<file path="src/rtl/scfpr_pkg.sv">
`timescale 1ns / 1ps
`default_nettype none
// ----------------------------------------------------------------------------
// scfpr_pkg
// Shared types, constants and the byte-wide CRC-16-CCITT update for the
// framed packet receiver.
// ----------------------------------------------------------------------------
package scfpr_pkg;

    // frame geometry
    localparam int PAYLOAD_BYTES = 6;
    localparam int OUT_BYTES     = (PAYLOAD_BYTES < 6) ? PAYLOAD_BYTES : 6;
    localparam int PAYLOAD_W     = 48;
    localparam int CNT_W         = 3;

    // crc parameters
    localparam logic [15:0] CRC_POLY = 16'h1021;
    localparam logic [15:0] CRC_INIT = 16'h0000;

    // configuration register indexes and reset values
    localparam logic CFG_SYNC_FIRST  = 1'b0;
    localparam logic CFG_SYNC_SECOND = 1'b1;
    localparam logic [7:0] SYNC_FIRST_RST  = 8'hA5;
    localparam logic [7:0] SYNC_SECOND_RST = 8'h5A;

    // frame phase codes
    typedef enum logic [2:0] {
        PH_SYNC1 = 3'd0,
        PH_SYNC2 = 3'd1,
        PH_DATA  = 3'd2,
        PH_CRCH  = 3'd3,
        PH_CRCL  = 3'd4
    } scfpr_phase_t;

    // one result from the frame parser
    typedef struct packed {
        logic                 valid;
        logic [PAYLOAD_W-1:0] payload;
        logic                 crc_good;
    } scfpr_result_t;

    // msb-first crc update over one byte
    function automatic logic [15:0] crc_byte(input logic [15:0] crc, input logic [7:0] b);
        logic [15:0] c;
        c = crc ^ {b, 8'h00};
        for (int i = 0; i < 8; i++) begin
            if (c[15]) begin
                c = {c[14:0], 1'b0} ^ CRC_POLY;
            end else begin
                c = {c[14:0], 1'b0};
            end
        end
        return c;
    endfunction

endpackage
`default_nettype wire

</file>
<file path="src/rtl/scfpr_frame_fsm.sv">
`timescale 1ns / 1ps
`default_nettype none
// ----------------------------------------------------------------------------
// scfpr_frame_fsm
// Sync hunt, payload collection and crc check, one byte per step.
// ----------------------------------------------------------------------------
module scfpr_frame_fsm
    import scfpr_pkg::*;
(
    input  wire logic          aclk,
    input  wire logic          aresetn,
    input  wire logic          step,
    input  wire logic [7:0]    rx_byte,
    input  wire logic [7:0]    sync_first,
    input  wire logic [7:0]    sync_second,
    output scfpr_result_t      result
);

    scfpr_phase_t         phase_reg, phase_next;
    logic [CNT_W-1:0]     count_reg, count_next;
    logic [PAYLOAD_W-1:0] payload_reg, payload_next;
    logic [15:0]          crc_reg, crc_next;
    logic [7:0]           crc_high_reg, crc_high_next;
    logic [15:0]          crc_upd;

    assign crc_upd = crc_byte(crc_reg, rx_byte);

    // state registers
    always_ff @(posedge aclk) begin
        if (!aresetn) begin
            phase_reg <= PH_SYNC1;
            count_reg <= '0;
            crc_reg   <= CRC_INIT;
        end else if (step) begin
            phase_reg <= phase_next;
            count_reg <= count_next;
            crc_reg   <= crc_next;
        end
    end

    // payload and crc high byte, no reset needed
    always_ff @(posedge aclk) begin
        if (step) begin
            payload_reg  <= payload_next;
            crc_high_reg <= crc_high_next;
        end
    end

    // next state and result
    always_comb begin
        phase_next      = phase_reg;
        count_next      = count_reg;
        payload_next    = payload_reg;
        crc_next        = crc_reg;
        crc_high_next   = crc_high_reg;
        result.valid    = 1'b0;
        result.payload  = payload_reg;
        result.crc_good = ({crc_high_reg, rx_byte} == crc_reg);
        unique case (phase_reg)
            PH_SYNC2: begin
                if (rx_byte == sync_second) begin
                    crc_next   = crc_upd;
                    phase_next = PH_DATA;
                    count_next = '0;
                end else begin
                    phase_next = PH_SYNC1;
                    count_next = '0;
                    crc_next   = CRC_INIT;
                end
            end
            PH_DATA: begin
                // first payload byte clears the buffer
                if (count_reg == '0) begin
                    payload_next = '0;
                end
                for (int i = 0; i < OUT_BYTES; i++) begin
                    if (count_reg == CNT_W'(i)) begin
                        payload_next[8*i +: 8] = rx_byte;
                    end
                end
                crc_next = crc_upd;
                if (count_reg == CNT_W'(PAYLOAD_BYTES - 1)) begin
                    phase_next = PH_CRCH;
                    count_next = '0;
                end else begin
                    count_next = count_reg + CNT_W'(1);
                end
            end
            PH_CRCH: begin
                crc_high_next = rx_byte;
                phase_next    = PH_CRCL;
            end
            PH_CRCL: begin
                result.valid = 1'b1;
                phase_next   = PH_SYNC1;
                count_next   = '0;
                crc_next     = CRC_INIT;
            end
            default: begin
                // hunting first sync, also any unused phase code
                if (rx_byte == sync_first) begin
                    crc_next   = crc_byte(CRC_INIT, rx_byte);
                    phase_next = PH_SYNC2;
                end else begin
                    phase_next = PH_SYNC1;
                    count_next = '0;
                    crc_next   = CRC_INIT;
                end
            end
        endcase
    end

`ifndef SYNTH
    // a frame always ends back in the hunt with a cleared crc
    a_frame_end_restart: assert property (@(posedge aclk) disable iff (!aresetn)
        (step && phase_reg == PH_CRCL) |=> (phase_reg == PH_SYNC1 && crc_reg == CRC_INIT))
        else $error("frame end did not restart the hunt");

    // payload index stays inside the frame
    a_count_range: assert property (@(posedge aclk) disable iff (!aresetn)
        (phase_reg == PH_DATA) |-> (count_reg < CNT_W'(PAYLOAD_BYTES)))
        else $error("payload index out of range");

    // crc high byte is always followed by the crc low byte
    a_crch_to_crcl: assert property (@(posedge aclk) disable iff (!aresetn)
        (step && phase_reg == PH_CRCH) |=> (phase_reg == PH_CRCL))
        else $error("crc low byte phase skipped");
`endif

endmodule
`default_nettype wire

</file>
<file path="src/rtl/sync_framed_crc_packet_receiver_core.sv">
`timescale 1ns / 1ps
`default_nettype none
// ----------------------------------------------------------------------------
// sync_framed_crc_packet_receiver_core
// Framed serial packet receiver with CRC-16-CCITT check.
// ----------------------------------------------------------------------------
// Usage:
//   s_ channel: one received byte per transaction in s_tdata.
//   m_ channel: one transaction per complete frame, carrying the payload in
//   m_tdata and the crc match flag in m_tuser.
//   cfg port: cfg_wr_en writes cfg_wr_data into sync_first (index 0) or
//   sync_second (index 1); write only while no frame is in flight.
// Timing: a byte is registered on acceptance and processed when the parser
//   steps; the result of the crc low byte is then registered in the output
//   register and shown on m_.
// Throughput: one byte per cycle while m_ does not stall; the byte-wide crc
//   update and the phase logic sit between the input and output registers.
// Reset: synchronous, active low; the hunt restarts, the crc clears and the
//   sync values return to 0xA5 and 0x5A.
// Stall: while m_tready is low with a result pending, the parser holds the
//   registered byte and s_tready drops once the input register is full.
// ----------------------------------------------------------------------------
module sync_framed_crc_packet_receiver_core
    import scfpr_pkg::*;
(
    input  wire logic        aclk,
    input  wire logic        aresetn,
    // slave side: [7:0] rx_byte
    input  wire logic        s_tvalid,
    output logic             s_tready,
    input  wire logic [7:0]  s_tdata,
    // master side: [47:0] frame_payload
    output logic             m_tvalid,
    input  wire logic        m_tready,
    output logic [47:0]      m_tdata,
    // master side: [0] crc_good
    output logic [0:0]       m_tuser,
    // configuration write port
    input  wire logic        cfg_wr_en,
    input  wire logic        cfg_wr_index,
    input  wire logic [7:0]  cfg_wr_data
);

    logic          in_valid_reg;
    logic [7:0]    in_byte_reg;
    logic          out_valid_reg;
    logic [47:0]   out_payload_reg;
    logic          out_good_reg;
    logic [7:0]    sync_first_reg;
    logic [7:0]    sync_second_reg;
    logic          step;
    scfpr_result_t result;

    // parser advances when the output side can take a possible result
    assign step     = in_valid_reg && (!out_valid_reg || m_tready);
    assign s_tready = !in_valid_reg || step;

    // configuration registers
    always_ff @(posedge aclk) begin
        if (!aresetn) begin
            sync_first_reg  <= SYNC_FIRST_RST;
            sync_second_reg <= SYNC_SECOND_RST;
        end else if (cfg_wr_en) begin
            if (cfg_wr_index == CFG_SYNC_FIRST) begin
                sync_first_reg <= cfg_wr_data;
            end else begin
                sync_second_reg <= cfg_wr_data;
            end
        end
    end

    // input register
    always_ff @(posedge aclk) begin
        if (!aresetn) begin
            in_valid_reg <= 1'b0;
        end else if (s_tready) begin
            in_valid_reg <= s_tvalid;
        end
    end

    always_ff @(posedge aclk) begin
        if (s_tvalid && s_tready) begin
            in_byte_reg <= s_tdata;
        end
    end

    scfpr_frame_fsm u_fsm (
        .aclk        (aclk),
        .aresetn     (aresetn),
        .step        (step),
        .rx_byte     (in_byte_reg),
        .sync_first  (sync_first_reg),
        .sync_second (sync_second_reg),
        .result      (result)
    );

    // output register
    always_ff @(posedge aclk) begin
        if (!aresetn) begin
            out_valid_reg <= 1'b0;
        end else if (step) begin
            out_valid_reg <= result.valid;
        end else if (m_tready) begin
            out_valid_reg <= 1'b0;
        end
    end

    always_ff @(posedge aclk) begin
        if (step && result.valid) begin
            out_payload_reg <= result.payload;
            out_good_reg    <= result.crc_good;
        end
    end

    assign m_tvalid   = out_valid_reg;
    assign m_tdata    = out_payload_reg;
    assign m_tuser[0] = out_good_reg;

`ifndef SYNTH
    // a byte waiting in the input register is never dropped
    a_in_hold: assert property (@(posedge aclk) disable iff (!aresetn)
        (in_valid_reg && !step) |=> in_valid_reg)
        else $error("pending byte lost");

    // a pending result is never overwritten before it is taken
    a_out_no_overwrite: assert property (@(posedge aclk) disable iff (!aresetn)
        (out_valid_reg && !m_tready) |-> !step)
        else $error("pending result overwritten");

    // the input register only takes a byte once the old one is consumed
    a_in_no_overwrite: assert property (@(posedge aclk) disable iff (!aresetn)
        (s_tvalid && s_tready && in_valid_reg) |-> step)
        else $error("input byte overwritten");
`endif

endmodule
`default_nettype wire
</file>
<file path="config.mk">
export PLATFORM = sky130hd
export DESIGN_NAME = sync_framed_crc_packet_receiver_core
export DESIGN_NICKNAME = d
export VERILOG_FILES = /design/src/rtl/scfpr_pkg.sv /design/src/rtl/scfpr_frame_fsm.sv /design/src/rtl/sync_framed_crc_packet_receiver_core.sv
export SDC_FILE = /design/constraint.sdc
export NUM_CORES = 1
export LEC_CHECK = 0
export BUFFER_PORTS_ARGS = -buffer_cell sky130_fd_sc_hd__buf_2
export CAP_MARGIN = 20
export CORE_ASPECT_RATIO = 0.7
export CORE_MARGIN = 5
export CORE_UTILIZATION = 35
export DETAILED_ROUTE_END_ITERATION = 10
export PLACE_DENSITY = 0.55
export REMOVE_ABC_BUFFERS = 1
export SLEW_MARGIN = 20
export SYNTH_ARGS = -nofsm -noshare
export SYNTH_HDL_FRONTEND = slang
export SYNTH_HIERARCHICAL = 1
export SYNTH_SLANG_ARGS = --single-unit
</file>
<file path="constraint.sdc">
create_clock -name aclk -period 3.8 [get_ports aclk]
set_clock_uncertainty 0.2 [all_clocks]
set_input_delay 0.76 -clock aclk [delete_from_list [all_inputs] [get_ports aclk]]
set_output_delay 0.76 -clock aclk [all_outputs]
set_load 0.05 [all_outputs]
</file>
---- Word level (Yosys, flattened, before mapping) ----
Cells that the tools add are included.
word-level totals
  register bits ........................... 153
  output and inout bits ................... 51
  word-level logic and storage cells ...... 129
operators by class
  $add $sub $neg .......................... 1
  eq/ne operators ......................... 14
  muxes and demuxes ....................... 50
  bitwise logic cells ..................... 19
  reduce and logical (&&, ||, !) cells .... 28
operators by type and width
  kind                                           number
  2-to-1 mux 16 bit                              16
  2-to-1 mux 13 bit                              16
  one-hot mux 16 bit (4 select lines)            1
  2-to-1 mux 48 bit                              1
  2-to-1 mux 8 bit                               6
  NOT 3 bit                                      16
  AND reduction 3 bit                            7
  == test 16 bit                                 1
  == test 8 bit                                  2
  XOR 16 bit                                     1
  == test 3 x 2 -> 1 bit, second input constant  4
  one-hot mux 3 bit (4 select lines)             1
  nonzero test 2 bit                             6
  AND reduction 2 bit                            5
  == test 3 bit, second input constant           3
  2-to-1 mux 3 bit                               3
  one-hot mux 3 bit (3 select lines)             1
  == test 3 x 1 -> 1 bit, second input constant  2
  2-to-1 mux 1 bit                               4
  OR reduction 4 bit                             1
  adder 3 x 1 -> 3 bit, second input constant    1
  logical AND 1 bit                              3
  logical NOT 3 bit                              1
  inequality test 3 bit, second input constant   1
  other kinds (6)                                9

---- Depth between registers and ports, before layout ----
  depth after elaboration ................. 32
  mapped depth ............................ 8
  mapped depth without buffers ............ 7

---- Modules after synthesis ----
Netlist, hierarchy kept.
by module, submodules not included
  module                                times used  cells an instance  area an instance (µm²)  sequential area each (µm²)
  scfpr_frame_fsm                       1           340                3788.6                  2122.0
  sync_framed_crc_packet_receiver_core  1           143                2512.4                  2072.0

---- Least setup slack after synthesis ----
Ideal clock, no wire load.
  path type ............................... input to register
  from .................................... in m_tready
  to ...................................... reg out_payload_reg[0], in the netlist m_tdata[0] (enable)
  arrival ................................. 2.887 ns
  required time ........................... 3.144 ns
  slack ................................... 0.257 ns
  stages on the path ...................... 2
  buffers on the path ..................... 0
  path through ............................ nor2b_1 nor2_1
on the way
  cells in the longest elaborated chain, start to end .. 3
RTL lines
  item                    line                                         text
  start: declaration      sync_framed_crc_packet_receiver_core.sv:34   input wire logic m_tready,
  logical OR 1 bit        sync_framed_crc_packet_receiver_core.sv:55   assign step = in_valid_reg && (!out_valid_reg || m_tready);
  logical AND 1 bit       sync_framed_crc_packet_receiver_core.sv:55
  logical AND 1 bit       sync_framed_crc_packet_receiver_core.sv:109  if (step && result.valid) begin
  end signal: assignment  sync_framed_crc_packet_receiver_core.sv:110  out_payload_reg <= result.payload;
  end: declaration        sync_framed_crc_packet_receiver_core.sv:47   logic [47:0] out_payload_reg;
No other way between the ends.
A chain may end at the register's enable or synchronous reset.

---- Worst setup path in the final report ----
  from .................................... reg u_fsm.phase_reg[0]
  to ...................................... reg u_fsm.crc_reg[6]
on the way
  cells in the longest elaborated chain, start to end .. 3
  elaborated cells between the ends (all ways) .. 7
  those cells by class .................... eq/ne: 4; mux: 1; bitwise: 1; reduce/logical: 1
RTL lines
  item                                                                         line                   text
  start: declaration                                                           scfpr_frame_fsm.sv:19  scfpr_phase_t phase_reg, phase_next;
  start signal: assignment                                                     scfpr_frame_fsm.sv:35  phase_reg <= phase_next;
  branches (longest 3 deep; another with one-hot mux 16 bit (4 select lines))  n/a
  end signal: assignment                                                       scfpr_frame_fsm.sv:37  crc_reg <= crc_next;
  end: declaration                                                             scfpr_frame_fsm.sv:22  logic [15:0] crc_reg, crc_next;
Several ways; the timed one is not identified.

==> results.md <==
- Status: finished clean
- Final #Nets: 579
- Fill count: 1679
- Worst-path clk slew: 0.06 ns
- Clock buffer depth: 2
- Peak Freq: 407.6 MHz
- Ys flop type: edfxtp_1
- Number of setup buffers added after CTS: 0
- Via density: 4.657
- Initial antenna violation count: 0
- FFs w/ async S/R, synth: 0%
- Wire length per cell: 16.25 µm
- Setup CP Type: reg -> reg
- Final Max Tran Viols: 0
- GR Util All Layers: 13.28%
- Reg area: 4194 µm²
- RSZ-0062 raised after global routing: no
- Grt total ovfl: 0
- Final non-filler cell total: 804
- Area after DPL: 6879 µm²
- Hold_ws: 0.2171 ns
- Synth cell types: 44
- Hold_buf cts: 0
- Die W: 170.4 µm
- Final wirelength: 13070 µm
- Slack of the worst reg-to-reg path: 1.35 ns
- Minimum clock period: 2.453 ns
- Fin area: 7453 µm²
- Port Buffer Count: 72
- Via count: 3744
- Total power: 0.003660 W
- Row Count: 41
- DRT antenna net count: 0
- Vias in the first global route: 3730
- Startpoint types: flop
- Pin count of the biggest net entering global routing: 50
- Pwr/cell area: 491.1 nW/µm²
- Synthesized area: 6301 µm²
- Dpl cells: 773
- Fin crit share: 64.56%
- Slowest stage delay, CP: 0.54 ns
- Starting Density: 35.30%
- Crit. End Element: flop
- GPL Wtd Cong: 0.7750
- Critical Path RT: 3.92 ns
- Synth-to-layout area growth: 18.29%
- Most frequent cells in the layout: edfxtp_1 (113), buf_2 (72), and2_1 (51)
- Post-synth EDFFs: 113
- Worst EP arrival: 2.58 ns
- Critical path fanouts, max: 18
- HPWL after DPL: 8770 µm
- Hold crit path type: reg -> reg
- Worst skew pair latency: 0.42 ns
- Core box area: 17850 µm²
- Final setup viols: 0
- Synth warnings: 6
- Ant diodes: 0
- Drt pass-1 iters: 5
- First-pass GRT wire length: 21160 µm
- Post-synthesis sequential area ratio: 66.56%
- Die footprint: 20830 µm²
- Root Driver: clkbuf_16
- Total I/O pin count: 73
- Number of buffers created by CTS: 17
- Leak Pwr: 2.743 nW
- Actual slew at the worst max-slew pin: 0.9191 ns
- # DRC: 0
- Worst IR Drop VDD: 0.2403 mV
- Clk sinks: 153
- Die height: 122.3 µm
- Commonest non-fill, non-tap cell in the layout: edfxtp_1
- Final hold viol count: 0
- Slowest cell on crit path: dfxtp_1
- Layout cells sized above 1: 21.48%
- CP Cell Sequence: or3b_1 -> nor4_1 -> nand4_1 -> nand2_2 -> nand2b_1 -> a311oi_1
- Relative slew margins: 38.25%
- Total Negative Setup Slacks: 0 ns
- Cells after Synth: 483
- CTS tree: done
- Cts repair resizes: 0
- Max-cap viol count: 0
- Flop and latch count out of synthesis: 153
- Synthesized area per cell: 13.05 µm²
- Area of the multi-input gates: 1898 µm²
- H-tree Lvls: 4
- DR iter-0 viols: 263
worst paths after layout:
check                                                          from                            end  cells after the start
worst min register to register  u_fsm/payload_reg[15]$_SDFFCE_PP0P_          m_tdata[15]$_DFFE_PP_                      0
worst max-delay path                u_fsm/phase_reg[0]$_SDFFE_PN0P_  u_fsm/crc_reg[6]$_SDFFE_PN0P_                      6
worst min-delay path            u_fsm/payload_reg[15]$_SDFFCE_PP0P_          m_tdata[15]$_DFFE_PP_                      0
worst max register to register      u_fsm/phase_reg[0]$_SDFFE_PN0P_  u_fsm/crc_reg[6]$_SDFFE_PN0P_                      6
stage by stage:
| stage | worst slack, ns | utilization (%) |
|---|---|---|
| finish | 1.347 | 41.75 |
| global route | 1.116 | 41.75 |
| CTS | 1.324 | 41.75 |
| detailed placement | 1.140 | 38.53 |
| global placement | 1.224 | 38.53 |
| floorplan | 0.2574 | - |
critical path, delay by kind of cell (launching register included):
kind / cells / cell delay, ns
AND/OR/NAND/NOR: 5 / 1.34
flip-flops: 1 / 0.54
AO/OA/AOI/OAI: 1 / 0.27
cells in the mapped netlist (3+ instances only):
library cell | number | area share, %
edfxtp_1 | 113 | 54
and2_1 | 51 | 5.1
xnor2_1 | 46 | 6.4
dfxtp_1 | 40 | 13
nand2_1 | 26 | 1.5
nor2_1 | 20 | 1.2
xor2_1 | 18 | 2.5
a21oi_1 | 17 | 1.4
o21ai_0 | 15 | 1.2
inv_1 | 13 | 0.77
clkbuf_1 | 12 | 0.71
nand3_1 | 11 | 0.87
nand4_1 | 11 | 1.1
nor3_1 | 10 | 0.79
buf_2 | 8 | 0.64
a221oi_1 | 5 | 0.69
buf_4 | 5 | 0.60
nand2b_1 | 5 | 0.50
nor4_1 | 5 | 0.50
mux2i_1 | 4 | 0.64
nand3b_1 | 4 | 0.48
nor3b_1 | 4 | 0.48
o211ai_1 | 4 | 0.48
o211ai_2 | 4 | 0.79
o21ai_2 | 4 | 0.56
a31oi_1 | 3 | 0.30
nor2b_1 | 3 | 0.30
cells by family (layout without fill, tap and decap cells):
family | count (synthesis) | after routing | share of synthesized area [%]
flops | 153 | 153 | 66.56
simple gates | 159 | 159 | 13.96
compound gates | 60 | 60 | 6.315
buf+inv | 42 | 127 | 3.435
fa+ha+maj | 1 | 1 | 0.1985
mux | 4 | 4 | 0.6355
xor+xnor | 64 | 64 | 8.896
final cells by class:
| type | count | share of cell area [%] |
|---|---|---|
| flip-flops and latches | 153 | 56.27 |
| clock inverters | 13 | 1.947 |
| well taps | 236 | 3.962 |
| clock buffers | 18 | 5.758 |
| repair buffers | 83 | 5.943 |
| inverters | 13 | 0.6547 |
| multi-input cells | 288 | 25.47 |
report_power, final:
part / total (W) / switching [W] / internal (W)
Combinational: 0.000181 / 0.0000988 / 0.0000823
Clock: 0.00164 / 0.000668 / 0.000973
Sequential: 0.00184 / 0.0000395 / 0.00180
metal layers:
layer  vias to the layer above  share of wire [%]  track usage [%]
li1                       1851                  -                -
met1                      1797                 50            19.56
met2                        90                 43            18.93
met3                         6                6.1            3.928
met4                         0               0.48            4.040
met5                         -                  0                0
(Power assumes the default switching activity.)
